<file path="config.mk">
export PLATFORM = sky130hd
export DESIGN_NAME = edc_ctrl
export DESIGN_NICKNAME = d
export VERILOG_FILES = /design/src/hw/rtl/edc_pkg.sv /design/src/hw/rtl/edc_ctrl.sv
export SDC_FILE = /design/constraint.sdc
export NUM_CORES = 1
export LEC_CHECK = 0
export BUFFER_PORTS_ARGS = -buffer_cell sky130_fd_sc_hd__buf_2
export CELL_PAD_IN_SITES_DETAIL_PLACEMENT = 1
export CELL_PAD_IN_SITES_GLOBAL_PLACEMENT = 2
export CORE_UTILIZATION = 23
export CTS_BUF_LIST = sky130_fd_sc_hd__clkbuf_4
export DETAILED_ROUTE_END_ITERATION = 6
export PLACE_DENSITY = 0.74
export SYNTH_ARGS = -nofsm -noshare
export SYNTH_HDL_FRONTEND = slang
export SYNTH_SLANG_ARGS = --single-unit
export TNS_END_PERCENT = 30
</file>
<file path="constraint.sdc">
create_clock -name clk -period 1.85 [get_ports clk]
set_clock_uncertainty 0.2 [all_clocks]
set_input_delay 0.185 -clock clk [delete_from_list [all_inputs] [get_ports clk]]
set_output_delay 0.185 -clock clk [all_outputs]
set_load 0.05 [all_outputs]
</file>
<file path="src/hw/rtl/edc_pkg.sv">
// Shared types, register indexes and constant tables for the event decay convolution block.
package edc_pkg;

  localparam int IN_DATA_W  = 48;
  localparam int OUT_DATA_W = 56;
  localparam int CFG_IDX_W  = 3;
  localparam int CFG_DATA_W = 32;
  localparam int TIME_W     = 48;
  localparam int VALUE_W    = 32;
  localparam int FACTOR_W   = 17;
  localparam int TERMS      = 14;

  localparam logic [CFG_IDX_W-1:0] CFG_DECAY_RATE = 3'd0;
  localparam logic [CFG_IDX_W-1:0] CFG_TAP_CENTER = 3'd1;
  localparam logic [CFG_IDX_W-1:0] CFG_TAP_ONE    = 3'd2;
  localparam logic [CFG_IDX_W-1:0] CFG_TAP_TWO    = 3'd3;
  localparam logic [CFG_IDX_W-1:0] CFG_TAP_THREE  = 3'd4;

  typedef struct packed {
    logic clear;
    logic load_event;
    logic calc_addr;
    logic mem_read;
    logic start_decay;
    logic mul;
    logic finish;
    logic emit;
    logic advance;
  } cmd_t;

  typedef struct packed {
    logic clear_last;
    logic in_range;
    logic decay_done;
    logic out_free;
    logic last_cell;
  } stat_t;

  // floor(2^31 / k), Taylor term divide by reciprocal multiply
  function automatic logic [31:0] recip(input logic [3:0] k);
    logic [31:0] m;
    case (k)
      4'd1:    m = 32'd2147483648;
      4'd2:    m = 32'd1073741824;
      4'd3:    m = 32'd715827882;
      4'd4:    m = 32'd536870912;
      4'd5:    m = 32'd429496729;
      4'd6:    m = 32'd357913941;
      4'd7:    m = 32'd306783378;
      4'd8:    m = 32'd268435456;
      4'd9:    m = 32'd238609294;
      4'd10:   m = 32'd214748364;
      4'd11:   m = 32'd195225786;
      4'd12:   m = 32'd178956970;
      4'd13:   m = 32'd165191049;
      4'd14:   m = 32'd153391689;
      default: m = 32'd0;
    endcase
    return m;
  endfunction

endpackage

</file>
<file path="src/hw/rtl/edc_ctrl.sv">
// Controller: clearing pass, event intake and per-cell sequencing.
module edc_ctrl (
  input  logic           clk,
  input  logic           rst_n,
  input  logic           in_tvalid,
  output logic           in_tready,
  output edc_pkg::cmd_t  cmd,
  input  edc_pkg::stat_t stat
);
  import edc_pkg::*;

  localparam logic [3:0] S_CLEAR = 4'd0;
  localparam logic [3:0] S_IDLE  = 4'd1;
  localparam logic [3:0] S_CHECK = 4'd2;
  localparam logic [3:0] S_ADDR  = 4'd3;
  localparam logic [3:0] S_READ  = 4'd4;
  localparam logic [3:0] S_DT    = 4'd5;
  localparam logic [3:0] S_DECAY = 4'd6;
  localparam logic [3:0] S_MUL   = 4'd7;
  localparam logic [3:0] S_SUM   = 4'd8;
  localparam logic [3:0] S_EMIT  = 4'd9;

  logic [3:0] state_r, state_nxt;

  always_comb begin
    state_nxt = state_r;
    cmd       = '0;
    in_tready = 1'b0;
    unique case (state_r)
      S_CLEAR: begin
        cmd.clear = 1'b1;
        if (stat.clear_last) state_nxt = S_IDLE;
      end
      S_IDLE: begin
        in_tready = 1'b1;
        if (in_tvalid) begin
          cmd.load_event = 1'b1;
          state_nxt      = S_CHECK;
        end
      end
      S_CHECK: state_nxt = stat.in_range ? S_ADDR : S_IDLE;
      S_ADDR: begin
        cmd.calc_addr = 1'b1;
        state_nxt     = S_READ;
      end
      S_READ: begin
        cmd.mem_read = 1'b1;
        state_nxt    = S_DT;
      end
      S_DT: begin
        cmd.start_decay = 1'b1;
        state_nxt       = S_DECAY;
      end
      S_DECAY: if (stat.decay_done) state_nxt = S_MUL;
      S_MUL: begin
        cmd.mul   = 1'b1;
        state_nxt = S_SUM;
      end
      S_SUM: begin
        cmd.finish = 1'b1;
        state_nxt  = S_EMIT;
      end
      S_EMIT: begin
        if (stat.out_free) begin
          cmd.emit = 1'b1;
          if (stat.last_cell) begin
            state_nxt = S_IDLE;
          end else begin
            cmd.advance = 1'b1;
            state_nxt   = S_ADDR;
          end
        end
      end
      default: state_nxt = S_CLEAR;
    endcase
  end

  always_ff @(posedge clk) begin
    if (!rst_n) begin
      state_r <= S_CLEAR;
    end else begin
      state_r <= state_nxt;
    end
  end

endmodule

</file>
# Word-level counts from Yosys, hierarchy flattened
# Index checks and enable logic that the tools add are counted.
# totals
ff_bits,4
inputBits,8
output_inout_bits,10
wordCells,35
# classes
n_eq_ne,13
mux,19
n_reduce_logical,2
# ops
operator,n
$pmux W4 S10,1
$eq A4 B3 Y1 const B,4
$mux W4,4
$mux W1,10
$eq A4 B2 Y1 const B,2
$eq A4 B4 Y1 const B,2
$mux W2,4
$ne A2 B2 Y1 const B,4
$eq A4 B1 Y1 const B,1
$logic_not A4 Y1,1
$reduce_and A4 Y1,1

# Depth between registers and ports, before layout
# Gate-level depths: netlist of the first run.
# depth
depth_word,3
depth_mapped,5
depth_no_buf,4

# Worst setup path before layout of the first run
# No wires, ideal clock.
# synth_timing
kind,flip-flop to output port
from,register state_r[3]
to,output port cmd[5] in the netlist's numbering
t_arrival_ns,2.256
required_ns,1.465
path_slack_ns,-0.791
path_stages_with_launch,4
path_buffers,2
path_cell_list,dfxtp_1 buf_2 buf_2 nor4b_1
# synth_lines
item,line_no,source
"start, declared",edc_ctrl.sv:23,"logic [3:0] state_r, state_nxt;"
"start signal, assigned",edc_ctrl.sv:82,state_r <= state_nxt;
"end, declared",edc_ctrl.sv:7,"output edc_pkg::cmd_t cmd,"

==> results by group, run 1 <==
Timing
  • Measured slew at the worst slew-check pin: 355 ps
  • Final Cycle Share: 97.4%
  • Final setup fails: 0
  • Rel. slew slack: 76.3%
  • Fin crit period: 1800 ps
  • Hold Vio Cnt, Final: 0
  • Setup_tns: 0 ps
  • Fin. max-slew vios: 0
  • Fmax: 555 MHz

Power
  • Maximum vdd drop: between 300 and 400 uV
  • Leak pwr: between 0.2 and 0.25 nW
  • Reg power frac: 31.6%
  • PwrDens: between 600 and 700 mW/mm2
  • Tot Pwr: 0.349 mW
  • Sw Ratio: 37.1%
  • Internal power: 0.220 mW
  • Net Sw Power: 0.130 mW
  • Clock power share: 30.8%
  • Combinational power share: 37.5%

Logic synthesis
  • Top post-synthesis cells by area: dfxtp_1, nand2_1, nor2_1, buf_2, nor3_1
  • Area share of the largest cell type after synthesis: 22.4%
  • Syn Area/Cell: approximately 8 um2
  • Netlist Area Pre-Place: 358 um2
  • Post-synth cell types: 27
  • YS warnings: 0
  • Yosys top cell by area: dfxtp_1
  • Post-synthesis instance total: 46
  • Seq/Total Area, Yosys: 22.4%
  • Yosys reg bits: 4
  • Net Count, Synth: 54

Setup path
  • CP Capture Type: output port
  • CP max FO: 10
  • CP cell instances: and3b_1, and2_1, buf_2
  • Setup CP Type: flop to output port
  • Startpoint Class: flop
  • Worst Path Arrival: 1420 ps
  • Worst Reg2Reg Path Length in Cells: 5
  • CP max stage cell: dfxtp_1
  • R2R Path End: state_r[1]
  • Max incr delay on CP: 520 ps
  • Worst EP required: 1460 ps
  • R2R Setup Slk: 280 ps
  • Worst setup path start: state_r[2]
  • Worst r2r src: state_r[2]

Min path
  • Hold Path Sink: state_r[3]
  • Hold Path Class: input port to flop
  • Hold path start: rst_n
  • Hold Crit Depth: 2

CTS
  • Reg clk slew, reported paths: 40 ps
  • CTS Sinks: 4
  • Hold Buf Count CTS: 0
  • Max clock buf depth: 2
  • Clk_lat worst skew: about 230 ps
  • Htree depth: 1
  • CTS tree: built
  • CTS Root Cell: clkbuf_4
  • CTS Buf Count: 3

Place
  • Dpl hpwl: ~770 um
  • PortBufs: 17
  • Post-placement cell count: 75
  • GPL Wtd Cong: between 0.7 and 0.8

Flow run
  • Max Cap Violations: 0

Drt
  • Avg WL per Cell: roughly 13 um
  • Post-route ant nets: 0
  • Avg Vias per Cell: 4.90
  • Remaining DRCs: 0
  • Vias: between 300 and 400
  • Total Wirelength: 1030 um
  • Pre-antenna DRT Iters: 2
  • DRT iter0 DRCs: 3

Finish
  • P&R area growth vs syn: 42.3%
  • Share of post-route cells with drive strength above 1: 53.8%
  • Multi-input gate area: 260 um2
  • Antenna cells: 0
  • Layout Nets: 75
  • Largest regs: state_r x4
  • Fin util: between 30% and 40%
  • Max FFs per register: 4
  • Register with the most flip-flops: state_r
  • Fill count: between 150 and 200
  • Post-Layout Cell Count: 80
  • FF+latch area: ~84 um2

Die
  • IO Pins: 18
  • Die height: 41.4 um
  • Die area: approximately 0.0017 mm2
  • Die Wd: between 40 and 50 um
  • Core Area: roughly 0.0014 mm2
  • Initial core utilization: roughly a quarter
  • Rows: 13

Status
  • Status: finished clean

Global route
  • Number of global-route vias before repair: between 300 and 400
  • Total GRT Usage: 12.3%
  • Initial antenna violation count: 0
  • First-pass GRT wire length: 1650 um
  • Gr ovfl total: 0
  • Largest net degree at the start of global routing: 13
[placed cells by master (no fill, tap or decap)]
cell,synthesis,routed
a211oi_1,1,1
nor4bb_2,0,1
o21ba_2,1,1
buf_2,3,15
o22ai_1,1,1
o21a_1,1,1
clkbuf_4,0,3
nor3b_1,2,1
o2111a_1,1,1
o21ai_0,1,1
buf_4,1,6
nor3_1,3,3
and4bb_2,1,1
a32o_1,1,1
o32ai_1,1,1
nor2_1,5,4
o22ai_2,1,1
mux2i_1,1,1
nor2_2,0,1
and3b_1,1,1
nor4b_2,0,1
and2_1,2,2
or2_4,1,1
a21oi_1,2,2
dfxtp_1,4,1
xor2_1,1,1
inv_1,1,1
nor3b_2,0,1
nand2_1,6,6
dfxtp_2,0,3
[power by group through the flow]
| stage | sequential, mW | clock (mW) | combinational (mW) |
|---|---|---|---|
| after detailed placement | 0.110 | 0 | 0.123 |
| final | 0.111 | 0.108 | 0.131 |
| after floorplan | 0.0978 | 0 | 0.105 |
| after global placement | 0.109 | 0 | 0.121 |
| after CTS | 0.108 | 0.114 | 0.123 |
| after global routing | 0.112 | 0.117 | 0.142 |
[synth_stat cells]
| cell | n |
|---|---|
| nand2_1 | 6 |
| buf_4 | 1 |
| o21ba_2 | 1 |
| nor4bb_1 | 1 |
| nor3_1 | 3 |
| o22ai_1 | 1 |
| o21ai_0 | 1 |
| inv_1 | 1 |
| a211oi_1 | 1 |
| o21a_1 | 1 |
| and3b_1 | 1 |
| a32o_1 | 1 |
| o2111a_1 | 1 |
| and2_1 | 2 |
| buf_2 | 3 |
| xor2_1 | 1 |
| dfxtp_1 | 4 |
| o22ai_2 | 1 |
| mux2i_1 | 1 |
| nor4b_1 | 1 |
| o32ai_1 | 1 |
| nor3b_1 | 2 |
| nor2_1 | 5 |
| buf_6 | 1 |
| and4bb_2 | 1 |
| a21oi_1 | 2 |
| or2_4 | 1 |
[layer usage]
metal  global-route usage, %  wire (um)  vias to the layer above
li1                        -          -                      206
met1                    16.1        472                      177
met2                    17.2        512                        9
met3                    2.61         48                        0
met4                    9.68          0                        0
met5                       0          0                        -
[worst max-delay path, delay by kind of cell (launching register included)]
kind / cells / cell delay (ps)
buffers and inverters: 1 / 260
DFF: 1 / 520
and+or+nand+nor: 2 / 400
[timing repair]
action,CTS,global route
pin swaps,0,1
resized for setup,1,6
setup endpoints to repair,1,5
setup buffers,0,2
endpoints found under the hold margin,0,0
[how the worst max path moves through the flow]
stage,slack (ps),endpoint
after detailed placement,240,cmd[0]
after global routing,-9,cmd[0]
after CTS,20,cmd[7]
after floorplan,-330,cmd[0]
final,50,cmd[3]
after global placement,280,cmd[0]
[cells by family (layout without fill, tap and decap cells)]
group | after synthesis | count (layout) | synth area share (%)
AOI/OAI and AO/OA | 11 | 11 | 24.8
and+or+nand+nor | 23 | 23 | 37.1
DFF | 4 | 4 | 22.4
buffers and inverters | 6 | 25 | 10.5
muxes | 1 | 1 | 2.80
xor gates and xnor gates | 1 | 1 | 2.45
[area by class of cell]
| type | instances | area share [%] |
|---|---|---|
| Sequential cell | 4 | 16.5 |
| Multi-Input combinational cell | 36 | 51.1 |
| Timing Repair Buffer | 21 | 23.6 |
| Clock buffer | 3 | 4.42 |
| Inverter | 1 | 0.737 |
| Tap cell | 15 | 3.69 |
[through the flow]
stage	area, um2	hold slack [ps]	setup slack, ps
2_1_floorplan	375	103	-333
3_3_place_gp	460	257	280
3_5_place_dp	460	250	238
4_1_cts	485	4.18	22.3
5_1_grt	509	20.3	-8.55
6_report	509	10.3	48.5
(Power assumes the default switching activity.)
==> run 2: changes to the inputs <==
BUFFER_PORTS_ARGS = -buffer_cell sky130_fd_sc_hd__clkbuf_2   (was -buffer_cell sky130_fd_sc_hd__buf_2)
==> results by group, run 2 (same netlist as run 1, synthesis figures left out) <==
Status
  • Status: finished clean

Finish
  • Fin util: between 30% and 40%
  • Antenna cells: 0
  • Most frequent cells in the layout: clkbuf_2, nand2_1, buf_4, nor2_1
  • P&R area growth vs syn: 40.2%
  • Post-Layout Cell Count: 79
  • Layout Nets: 74
  • Share of post-route cells with drive strength above 1: 53.1%
  • Max FFs per register: 4
  • Register with the most flip-flops: state_r
  • Largest regs: state_r x4
  • Commonest non-fill, non-tap cell in the layout: clkbuf_2
  • Fill count: 182

Die
  • Die height: 41.4 um
  • IO Pins: 18
  • Die area: 0.00172 mm2
  • Die Wd: 41.4 um
  • Initial core utilization: 26.2%
  • Core Area: 0.00137 mm2
  • Rows: 13

Timing
  • Final Cycle Share: between 90% and 100%
  • Hold Vio Cnt, Final: 0
  • Fin crit period: 1740 ps
  • Final setup fails: 0
  • Fin. max-slew vios: 0
  • PnR worst setup slack: 113 ps
  • Hold Slack: 17.1 ps
  • RSZ-0062 raised after global routing: false
  • Measured slew at the worst slew-check pin: 279 ps
  • Rel. slew slack: 81.5%
  • Fmax: 576 MHz

CTS
  • CTS Root Cell: clkbuf_4
  • Post-CTS setup buffer count: 0
  • Reg clk slew, reported paths: around 40 ps
  • CTS Sinks: 4
  • CTS tree: built
  • Clk_lat worst skew: roughly 230 ps
  • Htree depth: 1
  • CTS Buf Count: 3
  • Max clock buf depth: 2

Drt
  • Vias: 384
  • Total Wirelength: 962 um
  • Avg Vias per Cell: 4.86
  • Avg WL per Cell: between 10 and 15 um
  • Post-route ant nets: 0
  • DRT iter0 DRCs: 4
  • Pre-antenna DRT Iters: 4
  • Remaining DRCs: 0

Place
  • PortBufs: 17
  • Dpl hpwl: between 700 and 800 um
  • Post-placement setup slack: between 200 and 250 ps
  • Post-placement cell count: 76
  • GPL Wtd Cong: 0.705

Power
  • Maximum vdd drop: 309 uV
  • Sw Ratio: approximately 37%
  • Internal power: between 0.2 and 0.25 mW
  • Reg power frac: roughly a third
  • Clock power share: 31.4%
  • Combinational power share: 37.2%
  • PwrDens: 684 mW/mm2
  • Net Sw Power: 0.128 mW
  • Leak pwr: ~0.22 nW
  • Tot Pwr: between 0.3 and 0.4 mW

Setup path
  • Worst setup path start: state_r[1]
  • CP Capture Type: output port
  • Setup CP Type: flop to output port
  • Startpoint Class: flop
  • Worst Path Arrival: around 1400 ps
  • Worst EP required: around 1500 ps
  • CP max FO: 7
  • Worst r2r src: state_r[1]

Global route
  • First-pass GRT wire length: 1660 um
  • Number of global-route vias before repair: 376
  • Largest net degree at the start of global routing: 13
  • Total GRT Usage: 12.4%
  • Gr ovfl total: 0
  • Initial antenna violation count: 0

Min path
  • Hold path start: rst_n
  • Hold Path Class: input port to flop

Flow run
  • Max Cap Violations: 0
## run 2: changes by cell type in the layout (fill, tap and decap cells not counted), sizes merged
cell,previous run,this run
buf,21,5
clkbuf,3,18
## run 2: area by class of cell
type                            instances  area [um2]  area share, %
Tap cell                               15        18.8           3.74
Timing Repair Buffer                   20         113           22.4
Clock buffer                            3        22.5           4.49
Multi-Input combinational cell         36         260           51.9
Inverter                                1        3.75          0.748
Sequential cell                         4        83.8           16.7
## run 2: metal layers
layer / wire length [um] / vias up / track usage [%] / part of all wire (%)
met5: 0 / - / 0 / 0
met4: 0 / 0 / 3.87 / 0
met3: 45 / 0 / 5.22 / 4.7
met2: 434 / 11 / 17.5 / 45
met1: 482 / 170 / 16.8 / 50
li1: - / 203 / - / -
## run 2: power groups by stage
stage	logic, mW	registers, mW	clock network [mW]
after floorplan	0.105	0.0978	0
after global placement	0.127	0.107	0
after detailed placement	0.126	0.108	0
after CTS	0.127	0.107	0.112
after global routing	0.139	0.109	0.120
final	0.128	0.108	0.108
## run 2: critical path: stages (launching register included)
cell and delay, ps:
dfxtp_1 440, buf_4 180, nor4bb_2 180, clkbuf_2 310
## run 2: what timing repair did
action / 4_1_cts / 5_1_grt
setup endpoints to repair: 1 / 5
resized for setup: 1 / 8
pin swaps: 0 / 0
hold buffers: 0 / 0
## run 2: worst paths after layout
path	to	slack [ps]	cells past startpoint
setup / recovery	cmd[6]	110	3
hold / removal	state_r[3]	20	2
setup reg to reg	state_r[1]	390	4
hold reg to reg	state_r[2]	440	2
## run 2: per-stage QoR
stage | area, um2 | TNS, ps
5_1_grt | 502 | 0
4_1_cts | 493 | 0
2_1_floorplan | 375 | -1150
3_5_place_dp | 468 | 0
3_3_place_gp | 468 | 0
6_report | 502 | 0
==> run 3: changes to the inputs <==
clock period = 1.95 ns   (was 1.85 ns; I/O delays follow)
==> results by group, run 3 (same netlist as run 1, synthesis figures left out) <==
Drt
  • Post-route ant nets: 0
  • Pre-antenna DRT Iters: 2
  • Vias: 395
  • Total Wirelength: 994 um
  • Avg WL per Cell: 12.7 um
  • Remaining DRCs: 0
  • DRT iter0 DRCs: 2
  • Avg Vias per Cell: 5.06

Global route
  • Number of global-route vias before repair: 376
  • Largest net degree at the start of global routing: 13
  • Gr ovfl total: 0
  • Initial antenna violation count: 0
  • Total GRT Usage: 12.3%
  • First-pass GRT wire length: 1690 um

Timing
  • Measured slew at the worst slew-check pin: 394 ps
  • Fin. max-slew vios: 0
  • RSZ-0062 raised after global routing: false
  • Final Cycle Share: 94.2%
  • Fmax: 545 MHz
  • Hold Slack: between 30 and 40 ps
  • Rel. slew slack: 73.7%
  • Fin crit period: 1840 ps
  • Final setup fails: 0
  • Hold Vio Cnt, Final: 0

Die
  • IO Pins: 18
  • Rows: 13
  • Core Area: about 0.0014 mm2
  • Die Wd: 41.4 um
  • Initial core utilization: 26.2%
  • Die height: 41.4 um
  • Die area: 0.00172 mm2

Finish
  • Layout Nets: 73
  • Max FFs per register: 4
  • Most frequent cells in the layout: clkbuf_2, nand2_1, nor2_1, clkbuf_4, dfxtp_1
  • P&R area growth vs syn: 36.4%
  • Fill count: between 150 and 200
  • Share of post-route cells with drive strength above 1: 47.6%
  • Register with the most flip-flops: state_r
  • Fin util: between 30% and 40%
  • Commonest non-fill, non-tap cell in the layout: clkbuf_2
  • Post-Layout Cell Count: 78
  • Antenna cells: 0
  • Largest regs: state_r x4

Setup path
  • CP cell instances: and3b_1, and2_1, clkbuf_2
  • Worst EP required: between 1500 and 2000 ps
  • Worst r2r src: state_r[3]
  • CP max stage cell: dfxtp_1
  • Worst setup path start: state_r[1]
  • Worst Path Arrival: about 1400 ps
  • CP bufs+invs: 1
  • CP top delay family: flip-flops
  • CP Capture Type: output port
  • CP max FO: 10
  • Setup CP Type: flop to output port
  • Startpoint Class: flop
  • Max incr delay on CP: 530 ps

Min path
  • Hold Path Class: input port to flop
  • Hold path start: rst_n

Flow run
  • Max Cap Violations: 0

Place
  • GPL Wtd Cong: 0.712
  • Dpl hpwl: 753 um
  • PortBufs: 17
  • Post-placement cell count: 75

CTS
  • Clk_lat worst skew: 230 ps
  • Htree depth: 1
  • CTS tree: built
  • CTS Buf Count: 3
  • Max clock buf depth: 2
  • CTS Sinks: 4
  • CTS Root Cell: clkbuf_4
  • Reg clk slew, reported paths: around 40 ps

Power
  • Maximum vdd drop: slightly below 400 uV
  • Tot Pwr: 0.321 mW
  • Leak pwr: between 0.2 and 0.25 nW
  • PwrDens: 658 mW/mm2

Status
  • Status: finished clean
-- run 3: cell types whose count changed in the layout (fill, tap and decap cells not counted), sizes merged --
cell,previous run,this run
buf,5,3
clkbuf,18,19
-- run 3: repair_timing --
item	in CTS	in global routing
gates resized for setup	0	4
hold endpoints to repair	0	0
hold buffers	0	0
buffers inserted	0	0
endpoints found under the setup margin	0	2
-- run 3: layer usage --
metal	GRT usage, %	wire length, um
met4	0	0
met1	17.3	474
met3	5.22	54
met2	18.4	465
met5	0	0
-- run 3: area by class of cell --
cell class / count / area (um2) / area share, %
clock buffer: 3 / 22.5 / 4.62
inverter: 1 / 3.75 / 0.769
multi-input combinational: 36 / 260 / 53.3
sequential: 4 / 80.1 / 16.4
tap: 15 / 18.8 / 3.85
timing repair buffer: 19 / 103 / 21.0
-- run 3: path summary, 6_finish.rpt --
path	endpoint	slack, ps	cells past startpoint
worst max register to register	state_r[1]	410	4
worst min register to register	state_r[2]	510	2
worst max-delay path	cmd[3]	110	3
worst min-delay path	state_r[3]	40	2
-- run 3: worst register-to-register path, stage by stage (launching register included) --
cell and delay [ps]:
dfxtp_1 550, nand2_1 170, o2111a_1 170, a211oi_1 230, a32o_1 160
-- run 3: power breakdown --
part	switching [mW]	leakage, nW	total, mW	internal (mW)
Combinational	0.0749	0.170	0.118	0.0435
Sequential	0.0136	0.0327	0.101	0.0879
Clock	0.0328	0.0138	0.102	0.0687
-- run 3: stage by stage --
step	cell area, um2	TNS, ps	setup slack [ps]
2_1_floorplan	375	-703	-243
3_3_place_gp	460	0	352
3_5_place_dp	460	0	311
4_1_cts	483	0	54.9
5_1_grt	488	0	20.4
6_report	488	0	113
